<file path="src/rtl/core/rfa_pkg.sv">
// Package for the rational fraction ALU: operation codes, controller states
// and the command/status structs between controller and datapath. No dependencies.
`default_nettype none
package rfa_pkg;

  localparam logic [2:0] KIND_ADD = 3'd0;
  localparam logic [2:0] KIND_SUB = 3'd1;
  localparam logic [2:0] KIND_MUL = 3'd2;
  localparam logic [2:0] KIND_DIV = 3'd3;
  localparam logic [2:0] KIND_TRN = 3'd4;

  // Sources for the shared divider operands and the multiplier operands
  typedef enum logic [1:0] {
    DSRC_EUCLID = 2'd0,
    DSRC_XY     = 2'd1,
    DSRC_T1     = 2'd2,
    DSRC_T2     = 2'd3
  } dsrc_t;

  typedef enum logic [4:0] {
    ST_IDLE,
    ST_DISPATCH,
    ST_EUC_START,
    ST_EUC_WAIT,
    ST_LCM_PREP,
    ST_LCM_START,
    ST_LCM_WAIT,
    ST_T1_PREP,
    ST_T1_START,
    ST_T1_WAIT,
    ST_T2_PREP,
    ST_T2_START,
    ST_T2_WAIT,
    ST_FIN,
    ST_TRN_START,
    ST_TRN_WAIT,
    ST_OUT
  } state_t;

  typedef struct packed {
    logic  load;       // capture operands
    logic  order;      // choose larger/smaller from denominators
    logic  div_start;  // launch divider
    dsrc_t div_src;
    logic  trn_sel;    // divider takes a_num / a_den
    logic  euc_step;   // shift sml->big, rem->sml
    logic  set_m_big;  // m <= big
    logic  set_m_q;    // m <= quotient
    logic  set_t1;
    logic  set_t2;
    logic  fin_addsub;
    logic  fin_trn;
    logic  fin_mul;
    logic  fin_err;
    logic  fin_zero;
  } rfa_cmd_t;

  typedef struct packed {
    logic [2:0] kind;
    logic       ad_zero;
    logic       bd_zero;
    logic       rem_zero;
    logic       div_done;
  } rfa_stat_t;

endpackage
`default_nettype wire

</file>
<file path="src/rtl/core/rfa_ctrl.sv">
// Controller state machine of the fraction ALU: sequences the Euclid loop,
// the divisions and the handshakes. Uses rfa_pkg.
`default_nettype none
module rfa_ctrl (
  input  wire logic              clk,
  input  wire logic              rst,
  input  wire logic              in_valid,
  output logic                   in_stall,
  output logic                   out_valid,
  input  wire logic              out_stall,
  input  wire rfa_pkg::rfa_stat_t stat,
  output rfa_pkg::rfa_cmd_t      cmd
);
  import rfa_pkg::*;

  state_t state;
  state_t state_next;
  logic   euc_first;

  always_ff @(posedge clk) begin
    if (rst) state <= ST_IDLE;
    else     state <= state_next;
  end

  // Mark the first Euclid pass: a zero remainder there makes the larger
  // denominator the common multiple
  always_ff @(posedge clk) begin
    if (rst) euc_first <= 1'b0;
    else if (state == ST_DISPATCH) euc_first <= 1'b1;
    else if (state == ST_EUC_WAIT && stat.div_done && !stat.rem_zero) euc_first <= 1'b0;
  end

  // Next state
  always_comb begin
    state_next = state;
    unique case (state)
      ST_IDLE:     if (in_valid) state_next = ST_DISPATCH;
      ST_DISPATCH: begin
        unique case (stat.kind) inside
          KIND_ADD, KIND_SUB:
            state_next = (stat.ad_zero || stat.bd_zero) ? ST_OUT : ST_EUC_START;
          KIND_MUL, KIND_DIV: state_next = ST_OUT;
          KIND_TRN:           state_next = stat.ad_zero ? ST_OUT : ST_TRN_START;
          default:            state_next = ST_OUT;
        endcase
      end
      ST_EUC_START: state_next = ST_EUC_WAIT;
      ST_EUC_WAIT: begin
        if (stat.div_done) begin
          if (!stat.rem_zero) state_next = ST_EUC_START;
          else if (euc_first) state_next = ST_T1_PREP;
          else                state_next = ST_LCM_PREP;
        end
      end
      ST_LCM_PREP:  state_next = ST_LCM_START;
      ST_LCM_START: state_next = ST_LCM_WAIT;
      ST_LCM_WAIT:  if (stat.div_done) state_next = ST_T1_PREP;
      ST_T1_PREP:   state_next = ST_T1_START;
      ST_T1_START:  state_next = ST_T1_WAIT;
      ST_T1_WAIT:   if (stat.div_done) state_next = ST_T2_PREP;
      ST_T2_PREP:   state_next = ST_T2_START;
      ST_T2_START:  state_next = ST_T2_WAIT;
      ST_T2_WAIT:   if (stat.div_done) state_next = ST_FIN;
      ST_FIN:       state_next = ST_OUT;
      ST_TRN_START: state_next = ST_TRN_WAIT;
      ST_TRN_WAIT:  if (stat.div_done) state_next = ST_OUT;
      ST_OUT:       if (!out_stall) state_next = ST_IDLE;
      default:      state_next = ST_IDLE;
    endcase
  end

  // Outputs: the PREP states load the product register in the cycle before
  // the divider takes it
  always_comb begin
    cmd       = '0;
    in_stall  = 1'b1;
    out_valid = 1'b0;
    unique case (state)
      ST_IDLE: begin
        in_stall = 1'b0;
        cmd.load = in_valid;
      end
      ST_DISPATCH: begin
        cmd.order = 1'b1;
        unique case (stat.kind) inside
          KIND_ADD, KIND_SUB: cmd.fin_err = stat.ad_zero || stat.bd_zero;
          KIND_MUL, KIND_DIV: cmd.fin_mul = 1'b1;
          KIND_TRN:           cmd.fin_err = stat.ad_zero;
          default:            cmd.fin_zero = 1'b1;
        endcase
      end
      ST_EUC_START: begin
        cmd.div_start = 1'b1;
        cmd.div_src   = DSRC_EUCLID;
      end
      ST_EUC_WAIT: begin
        cmd.div_src = DSRC_EUCLID;
        if (stat.div_done) begin
          if (stat.rem_zero) cmd.set_m_big = euc_first;
          else               cmd.euc_step  = 1'b1;
        end
      end
      ST_LCM_PREP: cmd.div_src = DSRC_XY;
      ST_LCM_START: begin
        cmd.div_start = 1'b1;
        cmd.div_src   = DSRC_XY;
      end
      ST_LCM_WAIT: begin
        cmd.div_src = DSRC_XY;
        cmd.set_m_q = stat.div_done;
      end
      ST_T1_PREP: cmd.div_src = DSRC_T1;
      ST_T1_START: begin
        cmd.div_start = 1'b1;
        cmd.div_src   = DSRC_T1;
      end
      ST_T1_WAIT: begin
        cmd.div_src = DSRC_T1;
        cmd.set_t1  = stat.div_done;
      end
      ST_T2_PREP: cmd.div_src = DSRC_T2;
      ST_T2_START: begin
        cmd.div_start = 1'b1;
        cmd.div_src   = DSRC_T2;
      end
      ST_T2_WAIT: begin
        cmd.div_src = DSRC_T2;
        cmd.set_t2  = stat.div_done;
      end
      ST_FIN: cmd.fin_addsub = 1'b1;
      ST_TRN_START: begin
        cmd.div_start = 1'b1;
        cmd.trn_sel   = 1'b1;
      end
      ST_TRN_WAIT: begin
        cmd.trn_sel = 1'b1;
        cmd.fin_trn = stat.div_done;
      end
      ST_OUT: out_valid = 1'b1;
      default: ;
    endcase
  end
endmodule
`default_nettype wire

</file>
<file path="config.mk">
export PLATFORM = sky130hd
export DESIGN_NAME = rfa_ctrl
export DESIGN_NICKNAME = d
export VERILOG_FILES = /design/src/rtl/core/rfa_pkg.sv /design/src/rtl/core/rfa_ctrl.sv
export SDC_FILE = /design/constraint.sdc
export NUM_CORES = 1
export LEC_CHECK = 0
export BUFFER_PORTS_ARGS = -buffer_cell sky130_fd_sc_hd__clkbuf_2
export CAP_MARGIN = 10
export CELL_PAD_IN_SITES_DETAIL_PLACEMENT = 0
export CELL_PAD_IN_SITES_GLOBAL_PLACEMENT = 1
export CORE_MARGIN = 3
export CORE_UTILIZATION = 35
export CTS_CLUSTER_DIAMETER = 40
export CTS_CLUSTER_SIZE = 8
export DETAILED_ROUTE_END_ITERATION = 7
export HOLD_SLACK_MARGIN = 0.12
export PLACE_DENSITY_LB_ADDON = 0.1
export SETUP_SLACK_MARGIN = 0.1
export SYNTH_ARGS = -nofsm -noshare
export SYNTH_HDL_FRONTEND = slang
export SYNTH_SLANG_ARGS = --single-unit
</file>
<file path="constraint.sdc">
create_clock -name clk -period 3 [get_ports clk]
set_clock_uncertainty 0.2 [all_clocks]
set_input_delay 0.15 -clock clk [delete_from_list [all_inputs] [get_ports clk]]
set_output_delay 0.15 -clock clk [all_outputs]
set_load 0.02 [all_outputs]
</file>
# Word level (Yosys, flattened, before mapping)
# Index checks and enable logic that the tools add are counted.
# totals
inputBits,11
out_inout_bits,18
regBits,6
word_cells,80
# classes
reduce_logical,16
eq_ne,27
mux,35
# op_table
cell,count
$pmux 5 s17,1
$mux 5,9
$eq 5x4->1 const B,8
$eq 5x3->1 const B,4
$mux 1,17
$ne 2x2->1 const B,7
$eq 5x2->1 const B,2
$pmux 5 s2,1
$reduce_or 5->1,2
$reduce_or 3->1,3
$reduce_and 7->1,1
$eq 3x2->1 const B,2
$mux 2,3
$mux 3,2
$pmux 2 s3,1
$reduce_or 2->1,3
$eq 5x1->1 const B,1
$eq 5x5->1 const B,1
$logic_not 5->1,1
$eq 3x1->1 const B,1
$eq 3x3->1 const B,1
$logic_not 3->1,1
$logic_and 1x1->1,2
$pmux 1 s2,1
other kinds (3),3

# Depth between registers and ports, before layout
# Gate-level depths: netlist of the first run.
# logic_depth
depth_word,5
ltp_mapped,6
ltp_nobuf,5

# Worst setup path after synthesis of the first run
# No wires, ideal clock.
# synth_timing
kind,reg2out
start,reg state[0]
end,out cmd[1] in the netlist's numbering
stages_incl_launch_ff,5
path_slack_ns,1.047
n_path_buf,1
arrival_time_ns,1.603
cell_sequence,dfxtp_1 > buf_4 > or3b_4 > or2_4 > nor3_1
# synth_rtl
item,line,source
start: declaration,rfa_ctrl.sv:16,state_t state;
start signal: assignment,rfa_ctrl.sv:22,else state <= state_next;
end: declaration,rfa_ctrl.sv:12,output rfa_pkg::rfa_cmd_t cmd

# Worst setup path after layout of the first run
# layout_timing
start,reg state[4]
end,reg state[0]
# layout_via
elab_chain_cells,3
# layout_rtl
item,line,source
"$eq 5x3->1, or another cell as far along",rfa_ctrl.sv:36,unique case (state)
$ne 2x2->1 (no line),-,
$reduce_and 7->1 (no line),-,
# Several ways; a longest one is shown, not always the timed one.
# A chain may end at the register's enable or synchronous reset.

==> flow_metrics.env, run 1 <==
export IMPL_cts_num_sinks=6
export IMPL_htree_levels=1
export IMPL_final_common_cell="clkbuf_2"
export IMPL_cp_end_kind="flip-flop"
export IMPL_row_count=15
export IMPL_grt_overflow=0
export IMPL_finalSetupViolations=0
export IMPL_die_y_um=51.8
export IMPL_met1_length_mm=1.02
export IMPL_cts_tree="yes"
export IMPL_clk_latency_ns=0.24
export IMPL_vias=838
export IMPL_synthArstFlopShare=0
export IMPL_finalMaxSlewViolations=0
export IMPL_grt_pass1_wl_mm=3.53
export IMPL_fmax_mhz=388
export IMPL_top_layer="met4"
export IMPL_holdCritPathClass="in -> reg"
export IMPL_syn_nets=112
export IMPL_clkSlewWorstSetupHoldPaths_ns=0.04
export IMPL_post_cts_setup_buffer_count=0
export IMPL_fin_cells=153
export IMPL_outcome="complete, no violations"
export IMPL_fin_crit_ns=2.58
export IMPL_port_buffers=28
export IMPL_core_mm2=0.00186
export IMPL_netlist_area_um2=734
export IMPL_routed_wl_met2_um=912
export IMPL_first_pass_iters=5
export IMPL_cp_start_kind="flip-flop"
export IMPL_diodes=0
export IMPL_leakagePower_uw=0.000402
export IMPL_grt_max_degree=21
export IMPL_rsz0062_at_grt="false"
export IMPL_clockBufferDepth=2
export IMPL_numCtsBuffers=3
export IMPL_cts_root_buf="clkbuf_4"
export IMPL_wl_met3_um=76
export IMPL_drt_iter0_drc=14
export IMPL_tightest_slew_ns=0.664
export IMPL_antenna_found_initial=0
export IMPL_vdd_drop_max_v=0.000480
export IMPL_powerDensity_mw_per_mm2=1070
export IMPL_setup_tns_ns=0
export IMPL_drc=0
export IMPL_grt_use_total=0.167
export IMPL_final_layout_size_suffix_gt1_frac=0.367
export IMPL_max_cap_viol_count=0
export IMPL_die_w_um=51.8
export IMPL_layout_common_cells="clkbuf_2 (28), nand2_1 (9), nor2_1 (7)"
export IMPL_ys_ff_latch=6
export IMPL_yosysSeqAreaShare=0.164
export IMPL_slew_headroom=0.546
export IMPL_hpwl_mm=1.51
export IMPL_arrival_ns=2.56
export IMPL_gp_congestion=0.840
export IMPL_nNetsFinal=141
export IMPL_crit_required_ns=2.98
export IMPL_dp_cells=147
export IMPL_drt_wirelength_per_cell_um=13.2
export IMPL_critPathMaxFanout=14
export IMPL_synth_cell_types=47
export IMPL_synth_edf_count=0
export IMPL_die_area_mm2=0.00268
export IMPL_netlist_instances=101
export IMPL_start_util=0.395
export IMPL_grt_pass1_vias=785
export IMPL_nFillCells=191
export IMPL_synth_ff_type="dfxtp_1"
export IMPL_area_growth_pct=25.6
export IMPL_synth_area_per_cell_um2=7.27
export IMPL_wl_mm=2.02
export IMPL_finalCritPeriodShare=0.860
export IMPL_via_per_inst=5.48
export IMPL_hold_viol_final=0
export IMPL_ant_nets=0
export IMPL_path_class="reg -> reg"
export IMPL_yosys_warnings=0
export IMPL_ios=29
[registers in the layout (all words and copies together) (netlist names)]
register and cells:
state 5, euc_first 1
[layout make-up]
cell class	count	area (um^2)	area share
clock buffers	3	22.5	0.0244
inverters	5	20.0	0.0217
multi-input cells	83	553	0.600
flip-flops and latches	6	125	0.136
well taps	25	31.3	0.0339
repair buffers	31	170	0.185
[path summary, 6_finish.rpt]
check | startpoint | to | slack, ns | cells past startpoint
max reg2reg | state[4]$_SDFFE_PP0P_ | state[0]$_SDFFE_PP0P_ | 0.42 | 5
min reg2reg | euc_first$_SDFFE_PP0P_ | euc_first$_SDFFE_PP0P_ | 0.30 | 2
min | stat[1] | state[2]$_SDFFE_PP0P_ | 0.17 | 4
max | state[4]$_SDFFE_PP0P_ | state[0]$_SDFFE_PP0P_ | 0.42 | 5
[kinds of logic after synthesis]
family	share of synthesized area
AO/OA/AOI/OAI	0.285
XOR/XNOR	0.0358
AND/OR/NAND/NOR	0.404
buffers and inverters	0.0835
flip-flops	0.164
multiplexers	0.0290
[metal layers]
layer	vias up	global-route usage
met2	20	0.261
met3	2	0.0172
li1	434	-
met5	-	0
met4	0	0.0262
met1	382	0.248
[report_power, final]
part	switching (uW)	leakage [uW]	internal, uW
Combinational	348	0.000337	310
Sequential	134	0.0000508	124
Clock	27.2	0.0000138	45.1
[per-stage QoR]
step	total power (uW)	setup WS [ns]	hold WS [ns]	utilization	instance area, um^2
after floorplan	760	1.05	0.0179	-	734
after global placement	901	0.834	0.221	0.465	865
after detailed placement	896	0.808	0.226	0.465	865
after CTS	987	0.269	0.169	0.494	917
after global routing	1080	0.235	0.199	0.496	922
final	988	0.420	0.168	0.496	922
[what timing repair did]
| action | in CTS | in global routing |
|---|---|---|
| resized for setup | 0 | 4 |
| hold buffers | 3 | 0 |
| setup endpoints to repair | 0 | 1 |
| hold endpoints to repair | 6 | 0 |
[Yosys cell counts, types with 3 or more instances]
| cell | count | area share |
|---|---|---|
| buf_2 | 3 | 0.020 |
| a21oi_1 | 4 | 0.027 |
| dfxtp_1 | 6 | 0.16 |
| nand2b_1 | 5 | 0.043 |
| nor2_1 | 7 | 0.036 |
| o21ai_0 | 4 | 0.027 |
| a31oi_1 | 6 | 0.051 |
| or2_2 | 3 | 0.026 |
| nand2_1 | 9 | 0.046 |
| nor2b_1 | 3 | 0.026 |
| xnor2_1 | 3 | 0.036 |
| a311oi_1 | 3 | 0.036 |
| nor4_1 | 3 | 0.026 |
| inv_1 | 4 | 0.020 |
[worst max-delay path, stage by stage (launching register included)]
cell	delay, ns
dfxtp_1	0.61
inv_1	0.26
o211ai_1	0.41
a31oi_1	0.17
a311oi_2	0.27
dlygate4sd3_1	0.59
Power figures use the tool's default switching activity.
==> run 2, diff against run 1 <==
--- a/config.mk
+++ b/config.mk
@@ -10,10 +10,11 @@
 export CELL_PAD_IN_SITES_DETAIL_PLACEMENT = 0
 export CELL_PAD_IN_SITES_GLOBAL_PLACEMENT = 1
 export CORE_MARGIN = 3
-export CORE_UTILIZATION = 35
+export CORE_UTILIZATION = 30
 export CTS_CLUSTER_DIAMETER = 40
 export CTS_CLUSTER_SIZE = 8
 export DETAILED_ROUTE_END_ITERATION = 7
+export GPL_TIMING_DRIVEN = 0
 export HOLD_SLACK_MARGIN = 0.12
 export PLACE_DENSITY_LB_ADDON = 0.1
 export SETUP_SLACK_MARGIN = 0.1
==> flow_metrics.env, run 2 (synthesis gave the netlist of run 1 again) <==
export IMPL_outcome="complete, no violations"
export IMPL_final_layout_size_suffix_gt1_frac=0.356
export IMPL_hpwl_mm=1.75
export IMPL_grt_overflow=0
export IMPL_antenna_found_initial=0
export IMPL_htree_levels=1
export IMPL_arrival_ns=1.82
export IMPL_wl_mm=2.34
export IMPL_hold_viol_final=0
export IMPL_max_cap_viol_count=0
export IMPL_via_per_inst=5.52
export IMPL_largest_reg_flops=5
export IMPL_start_util=0.323
export IMPL_slew_headroom=0.561
export IMPL_cts_resized=0
export IMPL_ant_nets=0
export IMPL_fin_crit_ns=2.17
export IMPL_post_route_util=0.423
export IMPL_grt_max_degree=11
export IMPL_grt_pass1_wl_mm=4.04
export IMPL_clk_latency_ns=0.25
export IMPL_crit_required_ns=2.65
export IMPL_drt_iter0_drc=19
export IMPL_cts_root_buf="clkbuf_4"
export IMPL_cts_num_sinks=6
export IMPL_cp_end_kind="output pin"
export IMPL_crit_path_end="cmd[2]"
export IMPL_holdCritPathClass="in -> reg"
export IMPL_finalPower_uw=1040
export IMPL_port_buffers=28
export IMPL_first_pass_iters=4
export IMPL_leakagePower_uw=0.000429
export IMPL_nNetsFinal=148
export IMPL_cp_startpoint="state[0]$_SDFFE_PP0P_"
export IMPL_core_mm2=0.00228
export IMPL_reg2regPathDepth=5
export IMPL_drc=0
export IMPL_timing_rr_end="state[1]$_SDFFE_PP0P_"
export IMPL_post_cts_setup_buffer_count=0
export IMPL_rsz0062_at_grt="false"
export IMPL_fmax_mhz=460
export IMPL_numCtsBuffers=3
export IMPL_cts_tree="yes"
export IMPL_largest_register="state"
export IMPL_tightest_slew_ns=0.642
export IMPL_finalSetupViolations=0
export IMPL_ios=29
export IMPL_clockBufferDepth=2
export IMPL_path_class="reg -> out"
export IMPL_clkSlewWorstSetupHoldPaths_ns=0.04
export IMPL_path_cells="buf_4, or3b_4, or2_4, clkinv_2, and3_1, clkbuf_2"
export IMPL_area_growth_pct=31.0
export IMPL_finalMaxSlewViolations=0
export IMPL_crit_path_max_incr_delay_ns=0.41
export IMPL_r2r_setup_slack_ns=0.96
export IMPL_reg_largest_list="state x5, euc_first x1"
export IMPL_die_area_mm2=0.00308
export IMPL_gp_congestion=0.873
export IMPL_layout_common_cells="clkbuf_2 (28), nand2_1 (9), nor2_1 (7)"
export IMPL_holdBufCountCts=3
export IMPL_diodes=0
export IMPL_drt_wirelength_per_cell_um=14.3
export IMPL_vdd_drop_max_v=0.000480
export IMPL_slowest_stage="or3b_4"
export IMPL_cp_start_kind="flip-flop"
export IMPL_die_w_um=55.5
export IMPL_setup_tns_ns=0
export IMPL_final_common_cell="clkbuf_2"
export IMPL_r2r_start="state[1]$_SDFFE_PP0P_"
export IMPL_finalCritPeriodShare=0.725
export IMPL_nFillCells=232
export IMPL_grt_use_total=0.160
export IMPL_vias=900
export IMPL_critPathMaxFanout=10
export IMPL_powerDensity_mw_per_mm2=1090
export IMPL_grt_pass1_vias=861
export IMPL_die_y_um=55.5
export IMPL_row_count=17
## run 2: power by group
part	switching, uW	leakage (uW)	internal [uW]	total (uW)
clock	32.4	0.0000138	45.5	77.9
combinational	476	0.000365	338	815
sequential	34.5	0.0000495	118	152
total	543	0.000429	501	1040
## run 2: metal layers
metal | GRT usage | share of wire | vias to the layer above
li1 | - | - | 449
met1 | 0.215 | 0.49 | 420
met2 | 0.253 | 0.45 | 27
met3 | 0.0234 | 0.048 | 4
met4 | 0.0625 | 0.015 | 0
met5 | 0 | 0 | -
## run 2: final cells by class
cell class | instances | area (um^2) | share of cell area
multi-input combinational | 83 | 553 | 0.575
timing repair buffer | 31 | 170 | 0.177
sequential | 6 | 120 | 0.125
buffer | 7 | 41.3 | 0.0429
tap | 28 | 35.0 | 0.0364
clock buffer | 3 | 22.5 | 0.0234
inverter | 5 | 20.0 | 0.0208
## run 2: critical path, delay by kind of cell (launching register included)
kind	cells	cell delay, ns
buffers and inverters	3	0.40
and+or+nand+nor	3	0.83
DFF	1	0.35
## run 2: worst min-delay path by stage
stage,cells after the start,from,slack [ns],to
floorplan,1,rst,0.02,state[0]$_SDFFE_PP0P_
global placement,2,rst,0.24,euc_first$_SDFFE_PP0P_
detailed placement,2,rst,0.24,state[0]$_SDFFE_PP0P_
CTS,4,stat[3],0.22,state[1]$_SDFFE_PP0P_
global route,4,stat[3],0.27,state[1]$_SDFFE_PP0P_
finish,4,stat[3],0.22,state[1]$_SDFFE_PP0P_
## run 2: stage by stage
step	cells	worst slack, ns	hold WS, ns	area, um^2
after floorplan	101	1.05	0.0179	734
after global placement	157	1.02	0.239	910
after detailed placement	157	0.971	0.242	910
after CTS	163	0.813	0.220	962
after global routing	163	0.682	0.271	962
final	163	0.826	0.219	962
==> run 3, diff against run 2 <==
--- a/config.mk
+++ b/config.mk
@@ -5,6 +5,7 @@
 export SDC_FILE = /design/constraint.sdc
 export NUM_CORES = 1
 export LEC_CHECK = 0
+export ABC_AREA = 1
 export BUFFER_PORTS_ARGS = -buffer_cell sky130_fd_sc_hd__clkbuf_2
 export CAP_MARGIN = 10
 export CELL_PAD_IN_SITES_DETAIL_PLACEMENT = 0
==> constraint.sdc (replaced) <==
create_clock -name clk -period 2.1 [get_ports clk]
set_clock_uncertainty 0.2 [all_clocks]
set_input_delay 0.105 -clock clk [delete_from_list [all_inputs] [get_ports clk]]
set_output_delay 0.105 -clock clk [all_outputs]
set_load 0.02 [all_outputs]
==> flow_metrics.env, run 3 <==
export IMPL_outcome="complete, no violations"
export IMPL_powerDensity_mw_per_mm2=1120
export IMPL_fin_crit_ns=1.88
export IMPL_wl_mm=2.34
export IMPL_slew_headroom=0.791
export IMPL_r2r_setup_slack_ns=0.22
export IMPL_setup_tns_ns=0
export IMPL_antenna_found_initial=0
export IMPL_holdCritPathClass="in -> reg"
export IMPL_synthArstFlopShare=0
export IMPL_row_count=17
export IMPL_reg2regPathDepth=7
export IMPL_core_mm2=0.00236
export IMPL_max_cap_viol_count=0
export IMPL_synth_top_cell_area_share=0.162
export IMPL_final_common_cell="nand2_1"
export IMPL_synth_edf_count=0
export IMPL_hpwl_mm=1.94
export IMPL_synth_common_cells="nand2_1 (34), nor2_1 (27), nand3_1 (13)"
export IMPL_cts_tree="yes"
export IMPL_synth_area_per_cell_um2=5.72
export IMPL_setup_slack_ns=0.217
export IMPL_yosys_warnings=0
export IMPL_area_growth_pct=31.5
export IMPL_hold_viol_final=0
export IMPL_arrival_ns=1.82
export IMPL_clkSlewWorstSetupHoldPaths_ns=0.04
export IMPL_tightest_slew_ns=0.313
export IMPL_power_clock_fraction=0.091
export IMPL_sw_frac_of_total=0.555
export IMPL_numCtsBuffers=3
export IMPL_cp_end_kind="flip-flop"
export IMPL_synth_cell_types=25
export IMPL_vdd_drop_max_v=0.000699
export IMPL_comb_power_share=0.738
export IMPL_layout_common_cells="nand2_1 (34), clkbuf_2 (28), nor2_1 (26)"
export IMPL_largest_reg_flops=5
export IMPL_clk_latency_ns=0.24
export IMPL_internal_power_uw=519
export IMPL_grt_max_degree=11
export IMPL_min_to="state[2]$_SDFFE_PP0P_"
export IMPL_critPathMaxFanout=6
export IMPL_netlist_instances=138
export IMPL_finalCritPeriodShare=0.897
export IMPL_drt_iter0_drc=15
export IMPL_clockBufferDepth=2
export IMPL_netlist_area_um2=790
export IMPL_finalMaxSlewViolations=0
export IMPL_ant_nets=0
export IMPL_port_buffers=28
export IMPL_ios=29
export IMPL_nNetsFinal=187
export IMPL_synth_area_leader_cell="nand2_1"
export IMPL_r2r_start="state[2]$_SDFFE_PP0P_"
export IMPL_largest_register="state"
export IMPL_crit_required_ns=2.04
export IMPL_hold_depth=6
export IMPL_diodes=0
export IMPL_yosysSeqAreaShare=0.152
export IMPL_grt_overflow=0
export IMPL_cp_start_kind="flip-flop"
export IMPL_finalSetupViolations=0
export IMPL_final_layout_size_suffix_gt1_frac=0.351
export IMPL_leakagePower_uw=0.000559
export IMPL_die_w_um=57.3
export IMPL_path_class="reg -> reg"
export IMPL_switchingPower_uw=646
export IMPL_yosysMostFrequentCell="nand2_1"
export IMPL_fmax_mhz=531
export IMPL_cts_root_buf="clkbuf_4"
export IMPL_die_area_mm2=0.00328
export IMPL_drt_wirelength_per_cell_um=11.6
export IMPL_first_pass_iters=4
export IMPL_die_y_um=57.3
export IMPL_via_per_inst=4.70
export IMPL_reg_largest_list="state x5, euc_first x1"
export IMPL_rsz0062_at_grt="true"
export IMPL_nFillCells=264
export IMPL_preCtsSetupSlack_ns=0.385
export IMPL_timing_rr_end="euc_first$_SDFFE_PP0P_"
export IMPL_syn_nets=149
export IMPL_htree_levels=1
export IMPL_gp_congestion=0.826
export IMPL_vias=950
export IMPL_synth_ff_type="dfxtp_1"
export IMPL_synthTopCellsByArea="nand2_1 (16%), dfxtp_1 (15%), nor2_1 (13%)"
export IMPL_pwr_share_seq=0.171
export IMPL_start_util=0.334
export IMPL_grt_use_total=0.151
export IMPL_grt_pass1_vias=948
export IMPL_worstHoldStart="stat[3]"
export IMPL_grt_pass1_wl_mm=4.02
export IMPL_drc=0
export IMPL_ys_ff_latch=6
export IMPL_cts_num_sinks=6
==> run 3: cell types whose count changed after synthesis, sizes merged, moves of 3 or more <==
cell	previous run	this run
nor2	7	37
a311oi	4	0
nor2b	3	0
xnor2	3	0
inv	4	13
nand2b	5	0
a31oi	6	0
and3	4	0
nand3	0	16
or2	4	1
nand2	9	38
nand4	1	5
==> run 3: repair_timing <==
item                       CTS  global route
setup buffers                0             1
gates resized for setup      0             3
hold buffers                 4             0
hold endpoints to repair     6             0
setup endpoints to repair    0             4
==> run 3: cell type report <==
| cell class | instances | area, um^2 | area share |
|---|---|---|---|
| repair buffers | 33 | 188 | 0.181 |
| plain buffers | 3 | 33.8 | 0.0325 |
| inverters | 15 | 58.8 | 0.0566 |
| well taps | 28 | 35.0 | 0.0337 |
| clock buffers | 3 | 22.5 | 0.0217 |
| flip-flops and latches | 6 | 121 | 0.117 |
| multi-input cells | 114 | 579 | 0.558 |
==> run 3: power groups by stage <==
stage	clock network (uW)	logic (uW)	registers (uW)
floorplan	0	640	191
global placement	0	838	200
detailed placement	0	843	200
CTS	110	849	198
global route	120	952	206
finish	106	860	199
==> run 3: kinds of logic (layout without fill, tap and decap cells) <==
logic type,Yosys count,count (layout),synth area share
flip-flops,6,6,0.152
AND/OR/NAND/NOR,103,103,0.655
AO/OA/AOI/OAI,11,11,0.0761
buffers and inverters,18,54,0.117
==> run 3: per-layer routing <==
layer  GRT usage  vias up  part of all wire
met5           0        -                 0
met4      0.0563        0             0.010
met3      0.0204        5             0.042
met2       0.254       19              0.49
met1       0.196      402              0.46
li1            -      524                 -
==> run 3: metrics by stage <==
stage | instance area [um^2] | util | power, uW | hold slack, ns | cells
global placement | 965 | 0.409 | 1040 | 0.124 | 194
CTS | 1030 | 0.435 | 1160 | 0.143 | 201
finish | 1040 | 0.440 | 1160 | 0.142 | 202
global route | 1040 | 0.440 | 1280 | 0.180 | 202
detailed placement | 965 | 0.409 | 1040 | 0.119 | 194
floorplan | 790 | - | 831 | -0.0259 | 138
==> run 3: how the worst max path moves through the flow <==
stage	slack, ns	cells past startpoint	end	from
2_1_floorplan	0.35	5	cmd[1]	state[2]$_SDFFE_PP0P_
3_3_place_gp	0.38	7	state[0]$_SDFFE_PP0P_	state[4]$_SDFFE_PP0P_
3_5_place_dp	0.39	7	state[0]$_SDFFE_PP0P_	state[4]$_SDFFE_PP0P_
4_1_cts	0.13	8	euc_first$_SDFFE_PP0P_	state[4]$_SDFFE_PP0P_
5_1_grt	0.08	6	cmd[11]	state[2]$_SDFFE_PP0P_
6_report	0.22	7	euc_first$_SDFFE_PP0P_	state[2]$_SDFFE_PP0P_
==> run 3: critical path, cell delays in order (launching register included) <==
cell and delay (ns):
dfxtp_1 0.39, nor2_4 0.22, inv_4 0.07, nor2_2 0.12
nand3_1 0.09, dlygate4sd3_1 0.56, nand2_1 0.07, a21oi_1 0.05
